--- src/assert_macros.svh ---
// ----------------------------------------------------------------------------
// assert_macros.svh
// Assertion macros shared by the RTL; empty bodies when SYNTH is defined.
// ----------------------------------------------------------------------------
`ifndef ASSERT_MACROS_SVH
`define ASSERT_MACROS_SVH

`ifndef SYNTH

// prop must hold at every clock edge outside reset
`define ASSERT_PROP(lbl, clk, rst_n, prop) \
    lbl: assert property (@(posedge clk) disable iff (!rst_n) prop) \
        else $error("%m: assertion failed");

// cond must never be true outside reset
`define ASSERT_NEVER(lbl, clk, rst_n, cond) \
    lbl: assert property (@(posedge clk) disable iff (!rst_n) !(cond)) \
        else $error("%m: forbidden condition seen");

`else

`define ASSERT_PROP(lbl, clk, rst_n, prop)
`define ASSERT_NEVER(lbl, clk, rst_n, cond)

`endif

`endif

--- src/pidpc_pkg.sv ---
// ----------------------------------------------------------------------------
// pidpc_pkg
// Types, widths and codes shared by the PID position controller.
// ----------------------------------------------------------------------------
`timescale 1ns / 1ps

package pidpc_pkg;

    localparam int INTEGRAL_BITS_DEF  = 48;
    localparam int GAIN_FRAC_BITS_DEF = 16;

    localparam int TIME_FRAC_BITS = 16;
    localparam int FLD_W          = 16;
    localparam int NUM_IN_FIELDS  = 5;
    localparam int S_DATA_W       = FLD_W * NUM_IN_FIELDS;
    localparam int ERR_W          = FLD_W + 1;
    localparam int GAIN_W         = 32;
    localparam int CMD_W          = 8;
    localparam int CEIL_W         = 7;
    localparam int CFG_IDX_W      = 3;
    localparam int CFG_DATA_W     = 32;
    localparam int MUL_A_W        = 32;
    localparam int MUL_B_W        = 33;
    localparam int PROD_W         = MUL_A_W + MUL_B_W;
    localparam int DELTA_W        = 33;
    localparam int SPLIT_W        = 32;
    localparam int INTEG_EXT_W    = 2 * SPLIT_W;

    localparam logic [FLD_W-1:0] FOLD_SPAN  = 16'hFFFF;
    localparam logic [FLD_W-1:0] FOLD_START = 16'h7FFF;

    localparam logic [CMD_W-1:0]  FLOOR_RST = 8'h80;
    localparam logic [CEIL_W-1:0] CEIL_RST  = 7'h7F;

    localparam logic [CFG_IDX_W-1:0] CFG_GAIN_P  = 3'd0;
    localparam logic [CFG_IDX_W-1:0] CFG_GAIN_I  = 3'd1;
    localparam logic [CFG_IDX_W-1:0] CFG_GAIN_D  = 3'd2;
    localparam logic [CFG_IDX_W-1:0] CFG_FLOOR   = 3'd3;
    localparam logic [CFG_IDX_W-1:0] CFG_CEILING = 3'd4;

    typedef enum logic [3:0] {
        ST_IDLE,
        ST_DELTA,
        ST_INTEG,
        ST_MUL_P,
        ST_MUL_D,
        ST_MUL_ILO,
        ST_MUL_IHI,
        ST_ACC_LAST,
        ST_ROUND,
        ST_TRUNC,
        ST_CLAMP
    } ctrl_state_t;

    typedef enum logic [2:0] {
        MUL_DELTA,
        MUL_P,
        MUL_D,
        MUL_ILO,
        MUL_IHI
    } mul_sel_t;

    typedef struct packed {
        logic     load;
        mul_sel_t mul_sel;
        logic     mul_en;
        logic     integ_en;
        logic     acc_en;
        logic     round_en;
        logic     trunc_en;
        logic     out_load;
    } dp_cmd_t;

endpackage

--- src/pidpc_ctrl.sv ---
// ----------------------------------------------------------------------------
// pidpc_ctrl
// Sequencer for one controller update and the output beat handshake.
// ----------------------------------------------------------------------------
`timescale 1ns / 1ps
`include "assert_macros.svh"

module pidpc_ctrl
    import pidpc_pkg::*;
(
    input  logic    clk,
    input  logic    rst_n,
    input  logic    s_tvalid,
    output logic    s_tready,
    output logic    m_tvalid,
    input  logic    m_tready,
    output dp_cmd_t cmd
);

    ctrl_state_t state_reg;
    ctrl_state_t state_next;
    logic        out_valid_reg;
    logic        out_valid_next;
    logic        out_free;
    logic        accept;

    assign s_tready = (state_reg == ST_IDLE);
    assign accept   = s_tvalid && s_tready;
    assign out_free = !out_valid_reg || m_tready;
    assign m_tvalid = out_valid_reg;

    always_ff @(posedge clk or negedge rst_n)
    begin
        if (!rst_n)
        begin
            state_reg     <= ST_IDLE;
            out_valid_reg <= 1'b0;
        end
        else
        begin
            state_reg     <= state_next;
            out_valid_reg <= out_valid_next;
        end
    end

    always_comb
    begin
        state_next     = state_reg;
        out_valid_next = out_valid_reg && !m_tready;
        cmd            = '0;
        cmd.mul_sel    = MUL_DELTA;
        case (state_reg)
            ST_IDLE:
            begin
                if (accept)
                begin
                    cmd.load   = 1'b1;
                    state_next = ST_DELTA;
                end
            end
            ST_DELTA:
            begin
                cmd.mul_sel = MUL_DELTA;
                cmd.mul_en  = 1'b1;
                state_next  = ST_INTEG;
            end
            ST_INTEG:
            begin
                cmd.integ_en = 1'b1;
                state_next   = ST_MUL_P;
            end
            ST_MUL_P:
            begin
                cmd.mul_sel = MUL_P;
                cmd.mul_en  = 1'b1;
                state_next  = ST_MUL_D;
            end
            ST_MUL_D:
            begin
                cmd.mul_sel = MUL_D;
                cmd.mul_en  = 1'b1;
                cmd.acc_en  = 1'b1;
                state_next  = ST_MUL_ILO;
            end
            ST_MUL_ILO:
            begin
                cmd.mul_sel = MUL_ILO;
                cmd.mul_en  = 1'b1;
                cmd.acc_en  = 1'b1;
                state_next  = ST_MUL_IHI;
            end
            ST_MUL_IHI:
            begin
                cmd.mul_sel = MUL_IHI;
                cmd.mul_en  = 1'b1;
                cmd.acc_en  = 1'b1;
                state_next  = ST_ACC_LAST;
            end
            ST_ACC_LAST:
            begin
                cmd.acc_en = 1'b1;
                state_next = ST_ROUND;
            end
            ST_ROUND:
            begin
                cmd.round_en = 1'b1;
                state_next   = ST_TRUNC;
            end
            ST_TRUNC:
            begin
                cmd.trunc_en = 1'b1;
                state_next   = ST_CLAMP;
            end
            ST_CLAMP:
            begin
                if (out_free)
                begin
                    cmd.out_load   = 1'b1;
                    out_valid_next = 1'b1;
                    state_next     = ST_IDLE;
                end
            end
            default:
            begin
                state_next = ST_IDLE;
            end
        endcase
    end

    // a pending beat is never overwritten
    `ASSERT_NEVER(a_no_out_overrun, clk, rst_n, cmd.out_load && m_tvalid && !m_tready)
    // no second beat taken while an update is in flight
    `ASSERT_PROP(a_single_item, clk, rst_n, accept |=> !s_tready)
    // fixed schedule from accept to the clamp step
    `ASSERT_PROP(a_schedule, clk, rst_n, accept |-> ##10 (state_reg == ST_CLAMP))

endmodule

--- src/pidpc_datapath.sv ---
// ----------------------------------------------------------------------------
// pidpc_datapath
// Registers, shared multiplier, saturating integral and output clamp.
// ----------------------------------------------------------------------------
`timescale 1ns / 1ps

module pidpc_datapath
    import pidpc_pkg::*;
#(
    parameter int INTEGRAL_BITS  = INTEGRAL_BITS_DEF,
    parameter int GAIN_FRAC_BITS = GAIN_FRAC_BITS_DEF
)
(
    input  logic                  clk,
    input  logic                  rst_n,
    input  logic                  cfg_we,
    input  logic [CFG_IDX_W-1:0]  cfg_index,
    input  logic [CFG_DATA_W-1:0] cfg_data,
    input  logic [S_DATA_W-1:0]   s_tdata,
    input  dp_cmd_t               cmd,
    output logic [CMD_W-1:0]      command
);

    localparam int SHIFT_TOTAL = GAIN_FRAC_BITS + TIME_FRAC_BITS;
    localparam int ACC_W       = INTEGRAL_BITS + 34;
    localparam int QW          = ACC_W - SHIFT_TOTAL + 1;
    localparam int SUM_W       = ((INTEGRAL_BITS > DELTA_W) ? INTEGRAL_BITS : DELTA_W) + 1;

    // configuration
    logic signed [GAIN_W-1:0] gain_p_reg;
    logic signed [GAIN_W-1:0] gain_i_reg;
    logic signed [GAIN_W-1:0] gain_d_reg;
    logic signed [CMD_W-1:0]  floor_reg;
    logic        [CEIL_W-1:0] ceil_reg;

    always_ff @(posedge clk or negedge rst_n)
    begin
        if (!rst_n)
        begin
            gain_p_reg <= '0;
            gain_i_reg <= '0;
            gain_d_reg <= '0;
            floor_reg  <= FLOOR_RST;
            ceil_reg   <= CEIL_RST;
        end
        else if (cfg_we)
        begin
            case (cfg_index)
                CFG_GAIN_P:  gain_p_reg <= cfg_data;
                CFG_GAIN_I:  gain_i_reg <= cfg_data;
                CFG_GAIN_D:  gain_d_reg <= cfg_data;
                CFG_FLOOR:   floor_reg  <= cfg_data[CMD_W-1:0];
                CFG_CEILING: ceil_reg   <= cfg_data[CEIL_W-1:0];
                default:     ;
            endcase
        end
    end

    // input fields and folded position error
    logic        [FLD_W-1:0] goal_position;
    logic signed [FLD_W-1:0] goal_speed;
    logic        [FLD_W-1:0] current_position;
    logic signed [FLD_W-1:0] current_speed;
    logic        [FLD_W-1:0] elapsed;
    logic signed [ERR_W-1:0] diff;
    logic        [FLD_W-1:0] mag;
    logic signed [ERR_W-1:0] fold;
    logic signed [ERR_W-1:0] err_in;
    logic signed [ERR_W-1:0] deriv_in;

    assign goal_position    = s_tdata[0*FLD_W +: FLD_W];
    assign goal_speed       = s_tdata[1*FLD_W +: FLD_W];
    assign current_position = s_tdata[2*FLD_W +: FLD_W];
    assign current_speed    = s_tdata[3*FLD_W +: FLD_W];
    assign elapsed          = s_tdata[4*FLD_W +: FLD_W];

    always_comb
    begin
        diff = signed'({1'b0, goal_position}) - signed'({1'b0, current_position});
        mag  = diff[ERR_W-1] ? FLD_W'(-diff) : FLD_W'(diff);
        fold = signed'(ERR_W'(FOLD_SPAN - mag));
        if (mag >= FOLD_START)
        begin
            err_in = diff[ERR_W-1] ? fold : -fold;
        end
        else
        begin
            err_in = diff;
        end
        deriv_in = ERR_W'(goal_speed) - ERR_W'(current_speed);
    end

    logic signed [ERR_W-1:0] err_reg;
    logic signed [ERR_W-1:0] deriv_reg;
    logic        [FLD_W-1:0] dt_reg;

    always_ff @(posedge clk)
    begin
        if (cmd.load)
        begin
            err_reg   <= err_in;
            deriv_reg <= deriv_in;
            dt_reg    <= elapsed;
        end
    end

    // shared multiplier
    logic signed [INTEGRAL_BITS-1:0] integ_reg;
    logic signed [INTEGRAL_BITS-1:0] integ_next;
    logic signed [INTEG_EXT_W-1:0]   integ_ext;
    logic signed [MUL_A_W-1:0]       mul_a;
    logic signed [MUL_B_W-1:0]       mul_b;
    logic signed [PROD_W-1:0]        mul_out;
    logic signed [PROD_W-1:0]        prod_reg;
    mul_sel_t                        prod_kind_reg;

    assign integ_ext = INTEG_EXT_W'(integ_reg);

    always_comb
    begin
        case (cmd.mul_sel)
            MUL_DELTA:
            begin
                mul_a = MUL_A_W'(err_reg);
                mul_b = signed'(MUL_B_W'(dt_reg));
            end
            MUL_P:
            begin
                mul_a = gain_p_reg;
                mul_b = MUL_B_W'(err_reg);
            end
            MUL_D:
            begin
                mul_a = gain_d_reg;
                mul_b = MUL_B_W'(deriv_reg);
            end
            MUL_ILO:
            begin
                mul_a = gain_i_reg;
                mul_b = signed'(MUL_B_W'(integ_ext[SPLIT_W-1:0]));
            end
            MUL_IHI:
            begin
                mul_a = gain_i_reg;
                mul_b = MUL_B_W'(signed'(integ_ext[INTEG_EXT_W-1:SPLIT_W]));
            end
            default:
            begin
                mul_a = '0;
                mul_b = '0;
            end
        endcase
        mul_out = mul_a * mul_b;
    end

    always_ff @(posedge clk)
    begin
        if (cmd.mul_en)
        begin
            prod_reg      <= mul_out;
            prod_kind_reg <= cmd.mul_sel;
        end
    end

    // saturating integral, delta taken from the product register
    logic signed [DELTA_W-1:0] delta;
    logic signed [SUM_W-1:0]   integ_sum;

    always_comb
    begin
        delta     = prod_reg[DELTA_W-1:0];
        integ_sum = SUM_W'(integ_reg) + SUM_W'(delta);
        if (integ_sum != SUM_W'(signed'(integ_sum[INTEGRAL_BITS-1:0])))
        begin
            integ_next = integ_sum[SUM_W-1] ? {1'b1, {(INTEGRAL_BITS-1){1'b0}}}
                                            : {1'b0, {(INTEGRAL_BITS-1){1'b1}}};
        end
        else
        begin
            integ_next = integ_sum[INTEGRAL_BITS-1:0];
        end
    end

    always_ff @(posedge clk or negedge rst_n)
    begin
        if (!rst_n)
        begin
            integ_reg <= '0;
        end
        else if (cmd.integ_en)
        begin
            integ_reg <= integ_next;
        end
    end

    // accumulator, rounding and truncation toward zero
    logic signed [ACC_W-1:0] acc_reg;
    logic signed [ACC_W-1:0] addend;
    logic signed [QW-1:0]    q_reg;
    logic signed [QW-1:0]    q_floor;
    logic                    q_adj;

    always_comb
    begin
        case (prod_kind_reg)
            MUL_P, MUL_D: addend = ACC_W'(prod_reg) <<< TIME_FRAC_BITS;
            MUL_IHI:      addend = ACC_W'(prod_reg) <<< SPLIT_W;
            default:      addend = ACC_W'(prod_reg);
        endcase
        q_floor = QW'(signed'(acc_reg[ACC_W-1:SHIFT_TOTAL]));
        q_adj   = acc_reg[ACC_W-1] & (|acc_reg[SHIFT_TOTAL-1:0]);
    end

    always_ff @(posedge clk)
    begin
        if (cmd.load)
        begin
            acc_reg <= '0;
        end
        else if (cmd.acc_en)
        begin
            acc_reg <= acc_reg + addend;
        end
        else if (cmd.round_en)
        begin
            acc_reg <= acc_reg + (ACC_W'(1) <<< (SHIFT_TOTAL - 1));
        end
        if (cmd.trunc_en)
        begin
            q_reg <= q_floor + signed'(QW'(q_adj));
        end
    end

    // floor first, ceiling second
    logic signed [QW-1:0]    floor_ext;
    logic signed [QW-1:0]    ceil_ext;
    logic signed [QW-1:0]    lo_val;
    logic        [CMD_W-1:0] cmd_next;
    logic        [CMD_W-1:0] command_reg;

    always_comb
    begin
        floor_ext = QW'(floor_reg);
        ceil_ext  = signed'(QW'(ceil_reg));
        lo_val    = (q_reg < floor_ext) ? floor_ext : q_reg;
        cmd_next  = (lo_val > ceil_ext) ? CMD_W'(ceil_reg) : lo_val[CMD_W-1:0];
    end

    always_ff @(posedge clk)
    begin
        if (cmd.out_load)
        begin
            command_reg <= cmd_next;
        end
    end

    assign command = command_reg;

endmodule

--- src/pid_position_controller.sv ---
// ----------------------------------------------------------------------------
// pid_position_controller
// Fixed-point PID position controller for a wrapping 16-bit encoder.
// ----------------------------------------------------------------------------
// m_tvalid is registered and rises when the clamp step loads the command.
// Updates run one at a time; the single shared 32x33 multiplier
// runs five times per update, followed by round, truncate and clamp steps.
// A finished command waits in the output register while the next beat is taken.
// Reset: integral cleared, gains zero, command limits -128 and 127.
// ----------------------------------------------------------------------------
`timescale 1ns / 1ps

module pid_position_controller
    import pidpc_pkg::*;
#(
    parameter int INTEGRAL_BITS  = INTEGRAL_BITS_DEF,
    parameter int GAIN_FRAC_BITS = GAIN_FRAC_BITS_DEF
)
(
    input  logic                  clk,
    input  logic                  rst_n,
    input  logic                  cfg_we,
    input  logic [CFG_IDX_W-1:0]  cfg_index,
    input  logic [CFG_DATA_W-1:0] cfg_data,
    input  logic                  s_tvalid,
    output logic                  s_tready,
    // goal_position, goal_speed, current_position, current_speed, elapsed
    input  logic [S_DATA_W-1:0]   s_tdata,
    output logic                  m_tvalid,
    input  logic                  m_tready,
    // command
    output logic [CMD_W-1:0]      m_tdata
);

    dp_cmd_t cmd;

    pidpc_ctrl u_ctrl (
        .clk      (clk),
        .rst_n    (rst_n),
        .s_tvalid (s_tvalid),
        .s_tready (s_tready),
        .m_tvalid (m_tvalid),
        .m_tready (m_tready),
        .cmd      (cmd)
    );

    pidpc_datapath #(
        .INTEGRAL_BITS  (INTEGRAL_BITS),
        .GAIN_FRAC_BITS (GAIN_FRAC_BITS)
    ) u_datapath (
        .clk       (clk),
        .rst_n     (rst_n),
        .cfg_we    (cfg_we),
        .cfg_index (cfg_index),
        .cfg_data  (cfg_data),
        .s_tdata   (s_tdata),
        .cmd       (cmd),
        .command   (m_tdata)
    );

endmodule
--- config.mk ---
export PLATFORM = sky130hd
export DESIGN_NAME = pid_position_controller
export DESIGN_NICKNAME = d
export VERILOG_FILES = /design/src/pidpc_pkg.sv /design/src/pidpc_ctrl.sv /design/src/pidpc_datapath.sv /design/src/pid_position_controller.sv
export VERILOG_INCLUDE_DIRS = /design/src /design/src/src
export SDC_FILE = /design/constraint.sdc
export NUM_CORES = 2
export LEC_CHECK = 0
export ABC_CLOCK_PERIOD_IN_PS = 14500
export BUFFER_PORTS_ARGS = -buffer_cell sky130_fd_sc_hd__buf_2
export CAP_MARGIN = 5
export CORE_ASPECT_RATIO = 0.5
export CORE_UTILIZATION = 65
export CTS_CLUSTER_SIZE = 30
export DETAILED_ROUTE_END_ITERATION = 6
export PLACE_DENSITY = 0.82
export SKIP_LAST_GASP = 1
export SYNTH_ARGS = -nofsm -noshare
export SYNTH_HDL_FRONTEND = slang
export SYNTH_SLANG_ARGS = --single-unit
--- constraint.sdc ---
create_clock -name clk -period 14.5 [get_ports clk]
set_input_delay 2.9 -clock clk [delete_from_list [all_inputs] [get_ports clk]]
set_output_delay 2.9 -clock clk [all_outputs]
set_load 0.02 [all_outputs]
# Yosys cells after proc, flatten, opt, wreduce, memory -nomap -nowiden
# Cells that the tools add are included.
[totals] rom_bits=0 word_cells=100 out_inout_bits=10 ramBits=0 input_bits=120 latchBits=0 ff_bits=423 mem_count=0
[classes] muxes=26 bitwise_logic=1 order_cmp=3 addsub=9 n_eq_ne=24 shifts=0 n_div=0 multipliers=1 reduce_logical=19
[ops] operator="33-bit case mux with 5 select lines" count=1
[ops] operator="82-bit 2-to-1 mux" count=2
[ops] operator="82-bit case mux with 2 select lines" count=1
[ops] operator="32-bit case mux with 4 select lines" count=1
[ops] operator="48-bit 2-to-1 mux" count=2
[ops] operator="82-bit by 33-bit adder with 82-bit output (second input constant)" count=1
[ops] operator="82-bit adder" count=1
[ops] operator="32-bit by 33-bit multiplier with 65-bit output" count=1
[ops] operator="50-bit by 2-bit adder with 51-bit output" count=1
[ops] operator="51-bit by 8-bit > comparator with 1-bit output" count=1
[ops] operator="51-bit by 8-bit < comparator with 1-bit output" count=1
[ops] operator="51-bit 2-to-1 mux" count=1
[ops] operator="48-bit by 33-bit adder with 49-bit output" count=1
[ops] operator="4-bit case mux with 11 select lines" count=1
[ops] operator="17-bit 2-to-1 mux" count=2
[ops] operator="16-bit by 16-bit subtractor with 17-bit output" count=2
[ops] operator="32-bit OR reduction" count=1
[ops] operator="4-bit case mux with 5 select lines" count=1
[ops] operator="17-bit negation" count=1
[ops] operator="16-bit by 16-bit subtractor with 17-bit output (first input constant)" count=1
[ops] operator="4-bit by 3-bit equality test with 1-bit output (second input constant)" count=4
[ops] operator="16-bit by 15-bit greater-or-equal comparator with 1-bit output (second input constant)" count=1
[ops] operator="16-bit 2-to-1 mux" count=1
[ops] operator="16-bit negation" count=1
[ops] operator="22 further kinds" count=52

# Depth between registers and ports, before layout
[logic_depth] depth_word=7 depth_mapped=40 ltp_nobuf=34

# By module
# From an unflattened synthesis, not the netlist that was laid out.
[hier_totals] hier_cells=7469 area_unflattened_um2=66907.9
[by_module_without_submodules] mod="pidpc_datapath" area_each_um2=66533.8 instances=1 cells_per_inst=7428 seq_area_each_um2=10945.5
[by_module_without_submodules] mod="pidpc_ctrl" area_each_um2=374.1 instances=1 cells_per_inst=41 seq_area_each_um2=125.1

# Worst setup path before layout
# Ideal clock, no wire load.
[synth_path] path_kind="register to register" startpoint="register u_ctrl.state_reg[0]" endpoint="register u_datapath.prod_reg[58], data pin" period_less_slack_ns=9.913 arrival_time_ns=9.653 path_slack_ns=4.587 setup_time_ns=0.260 t_required_ns=14.240 stages_incl_launch_ff=31 path_buffers=5 cell_sequence="dfrtp_1 -> clkbuf_1 -> nand2_1 -> nor3_1 -> clkbuf_1 -> buf_1 -> clkbuf_1 -> a22oi_1 -> and3_1 -> clkbuf_1 -> nor2_1 -> fa_1 -> fa_1 -> fa_1 -> fa_1 -> inv_1 -> fa_1 -> inv_1 -> fa_1 -> fa_1 -> fa_1 -> ha_1 -> and3_1 -> a311o_1 -> a21oi_1 -> nor2_1 -> a2111o_1 -> o221a_2 -> a31o_2 -> a21oi_1 -> xnor2_1"
[synth_via] elab_chain_cells=6 word_cells_on_any_way=15 cone_classes="1 x mul; 9 x eq/ne; 3 x mux; 2 x reduce/logical"
[synth_rtl] element="from (decl)" line="pidpc_ctrl.sv:20" source="ctrl_state_t state_reg;"
[synth_rtl] element="from (signal assigned)" line="pidpc_ctrl.sv:41" source="state_reg <= state_next;"
[synth_rtl] element="4-bit by 3-bit equality test with 1-bit output, or another cell as far along" line="pidpc_ctrl.sv:52" source="case (state_reg)"
[synth_rtl] element="4-bit case mux with 5 select lines (*)" line="pidpc_ctrl.sv:52"
[synth_rtl] element="3-bit by 2-bit equality test with 1-bit output / 3-bit equality test (equally long branches)" line="pidpc_datapath.sv:121" source="case (cmd.mul_sel)"
[synth_rtl] element="2-bit OR reduction (no line)"
[synth_rtl] element="32-bit case mux with 4 select lines" line="pidpc_datapath.sv:121"
[synth_rtl] element="32-bit by 33-bit multiplier with 65-bit output (*)" line="pidpc_datapath.sv:153" source="mul_out = mul_a * mul_b;"
[synth_rtl] element="net u_datapath.mul_out[58]" line="pidpc_datapath.sv:113" source="logic signed [PROD_W-1:0] mul_out;"
[synth_rtl] element="to (signal assigned)" line="pidpc_datapath.sv:160" source="prod_reg <= mul_out;"
[synth_rtl] element="to (decl)" line="pidpc_datapath.sv:114" source="logic signed [PROD_W-1:0] prod_reg;"
# Mark *: on every way through the listed nets, which the timed path passes. The rest lies on a longest branch.
# A chain may end at the register's enable or synchronous reset.

==> flow_summary.json <==
{
  "outcome": "finished with violations",
  "failed_checks": "DRC",
  "worst_setup_path_start_kind": "flip-flop",
  "fin_skew_ns": 0.0518,
  "cts_made_buffers": 44,
  "clockBufferDepth": 3,
  "numClockSinks": 423,
  "cts-root-buf": "clkbuf_16",
  "worst_ep_arrival_time_ns": 12.30,
  "finalCoreUtilization": 0.696,
  "largest_reg_flops": 82,
  "crit_family": "adder cells",
  "crit_required_ns": 14.86,
  "dpl.hpwl_um": 178000,
  "slew_headroom": 0.112,
  "rr_endpoint": "u_datapath.prod_reg[58]",
  "mostFrequentLayoutCell": "inv_1",
  "routedWlPerCell_um": 25.6,
  "finish.net_count": 9088,
  "crit_top_cell": "fa_1",
  "vias": 56500,
  "path_buf_inv": 5,
  "startpoint": "u_ctrl.state_reg[3]",
  "rsz0062_at_grt": "no",
  "clk_pin_slew_ns": 0.07,
  "synthFlopType": "edfxtp_1",
  "initial_core_util": 0.662,
  "drt_wl_total_um": 226000,
  "ys_async_sr_fraction": 0.388,
  "die_area_um2": 104000,
  "die_h_um": 229,
  "post-cts-setup-buffer-count": 0,
  "cts_hold_buf": 0,
  "synth.largest_area_cell": "fa_1",
  "tightest_slew_ns": 1.33,
  "cts_tree": "yes",
  "via_per_inst": 6.40,
  "synthTopCellsByArea": "fa_1 (33%), edfxtp_1 (8.0%), ha_1 (7.7%), inv_1 (6.6%), nand2_1 (6.5%)",
  "synth_seq_area_share": 0.166,
  "drt-pass1-iter-count": 7,
  "setup-tns-final_ns": 0,
  "io_pins": 130,
  "maxSlewViolCount": 0,
  "syn_inst": 7539,
  "setup_viol": 0,
  "syn_area_um2": 66800,
  "fmax_mhz": 83.8,
  "drcViolationCount": 5,
  "min_period_over_period": 0.823,
  "path_class": "reg2reg",
  "holdPathStages": 2,
  "r2r_cells": 30,
  "min_path_type": "reg2reg",
  "final_cell_mix": "inv_1 (1174), nand2_1 (1150), fa_1 (1116), nor2_1 (675), ha_1 (409)",
  "core_um2": 101000,
  "grt_first_pass_wirelength_um": 342000,
  "synth_edf_count": 177,
  "period_needed_ns": 11.94,
  "ys_ff_latch": 423,
  "drive_above_1_share": 0.0686,
  "min-delay-start": "u_datapath.acc_reg[19]",
  "area_delta_synth_final_pct": 5.07,
  "clkLatencyLatePin_ns": 0.63,
  "r2r_start": "u_ctrl.state_reg[3]",
  "cp_slowest_stage_delay_ns": 0.88,
  "antenna_found_initial": 13,
  "syn-num-nets": 9184,
  "die_w_um": 455,
  "grt_overflow": 0,
  "grt_max_degree": 93,
  "core.rowCount": 82,
  "ys_types": 102,
  "hold_viol_final": 0,
  "fillers": 7967,
  "io_buffer_count": 129,
  "hold_end": "u_datapath.acc_reg[19]",
  "yosysWarnings": 0,
  "crit_slowest_cell": "fa_1",
  "ant_nets": 0,
  "cts.htree.levels": 2,
  "whs_ns": 0.481,
  "grt_pass1_vias": 56200,
  "drt_iter0_drc": 7798,
  "rrSetupSlack_ns": 2.56,
  "synth_top_area_share": 0.334,
  "grt_util_all_layers": 0.438,
  "ctsResizeCount": 0,
  "crit_fanout": 54,
  "drv_cap": 0,
  "gp_congestion": 1.09,
  "end_kind": "flip-flop",
  "avgSynthCellArea_um2": 8.86
}
## metal layers
layer,wire length (µm),track usage
met1,85000,0.594
met2,89900,0.609
met3,39300,0.195
met4,11400,0.179
met5,68,0
## cell type report
cell class | count | area, µm² | area share
tap | 1344 | 1680 | 0.0239
multi-input combinational | 5561 | 50100 | 0.713
inverter | 1176 | 4420 | 0.0629
antenna | 5 | 12.5 | 0.000178
clock buffer | 56 | 1180 | 0.0168
clock inverter | 26 | 337 | 0.00479
sequential | 423 | 11100 | 0.158
timing repair buffer | 237 | 1460 | 0.0208
## cell usage after synthesis (all sizes together), types with 44 or more instances
cell type and n:
a31oi 49, edfxtp 177, nor3 71, xor2 107, fa 1116, xnor2 211, buf 46, mux2 108
inv 1175, and3 65, clkbuf 333, dfxtp 82, nand4 95, ha 409, a22oi 68, nor4 44
nand3 140, nor2 687, a21oi 299, a21o 159, o21ai 216, nand2 1152, a211oi 62, dfrtp 156
## cell families after synthesis
family	after synthesis	share of synthesized area
XOR/XNOR	318	0.0423
AO/OA/AOI/OAI	1149	0.114
adder cells (fa/ha/maj)	1542	0.413
AND/OR/NAND/NOR	2435	0.157
multiplexers	117	0.0195
flip-flops	423	0.166
buffers and inverters	1555	0.0877
## through the flow
step                setup slack [ns]  cells  area [µm²]
detailed placement              2.78   8741       68700
floorplan                       4.59   7539       66800
CTS                             2.78   8823       70200
global route                    2.09   8824       70200
finish                          2.56   8828       70200
global placement                3.06   8741       68700
## worst max path at each step
stage / slack [ns] / cells after the start / to
final: 2.56 / 30 / u_datapath.prod_reg[58]
after global routing: 2.09 / 30 / u_datapath.prod_reg[60]
after CTS: 2.78 / 30 / u_datapath.prod_reg[58]
after detailed placement: 2.78 / 30 / u_datapath.prod_reg[58]
after global placement: 3.06 / 30 / u_datapath.prod_reg[58]
after floorplan: 4.59 / 30 / u_datapath.prod_reg[58]
## worst min-delay path, cell delays in order, from the launching register on
cell and delay [ns]:
dfxtp_1 0.33, nand2_1 0.06, a21oi_1 0.05
Power is not shown: default switching activity piles up to over one toggle a cycle in this logic, so the estimate is an artifact.
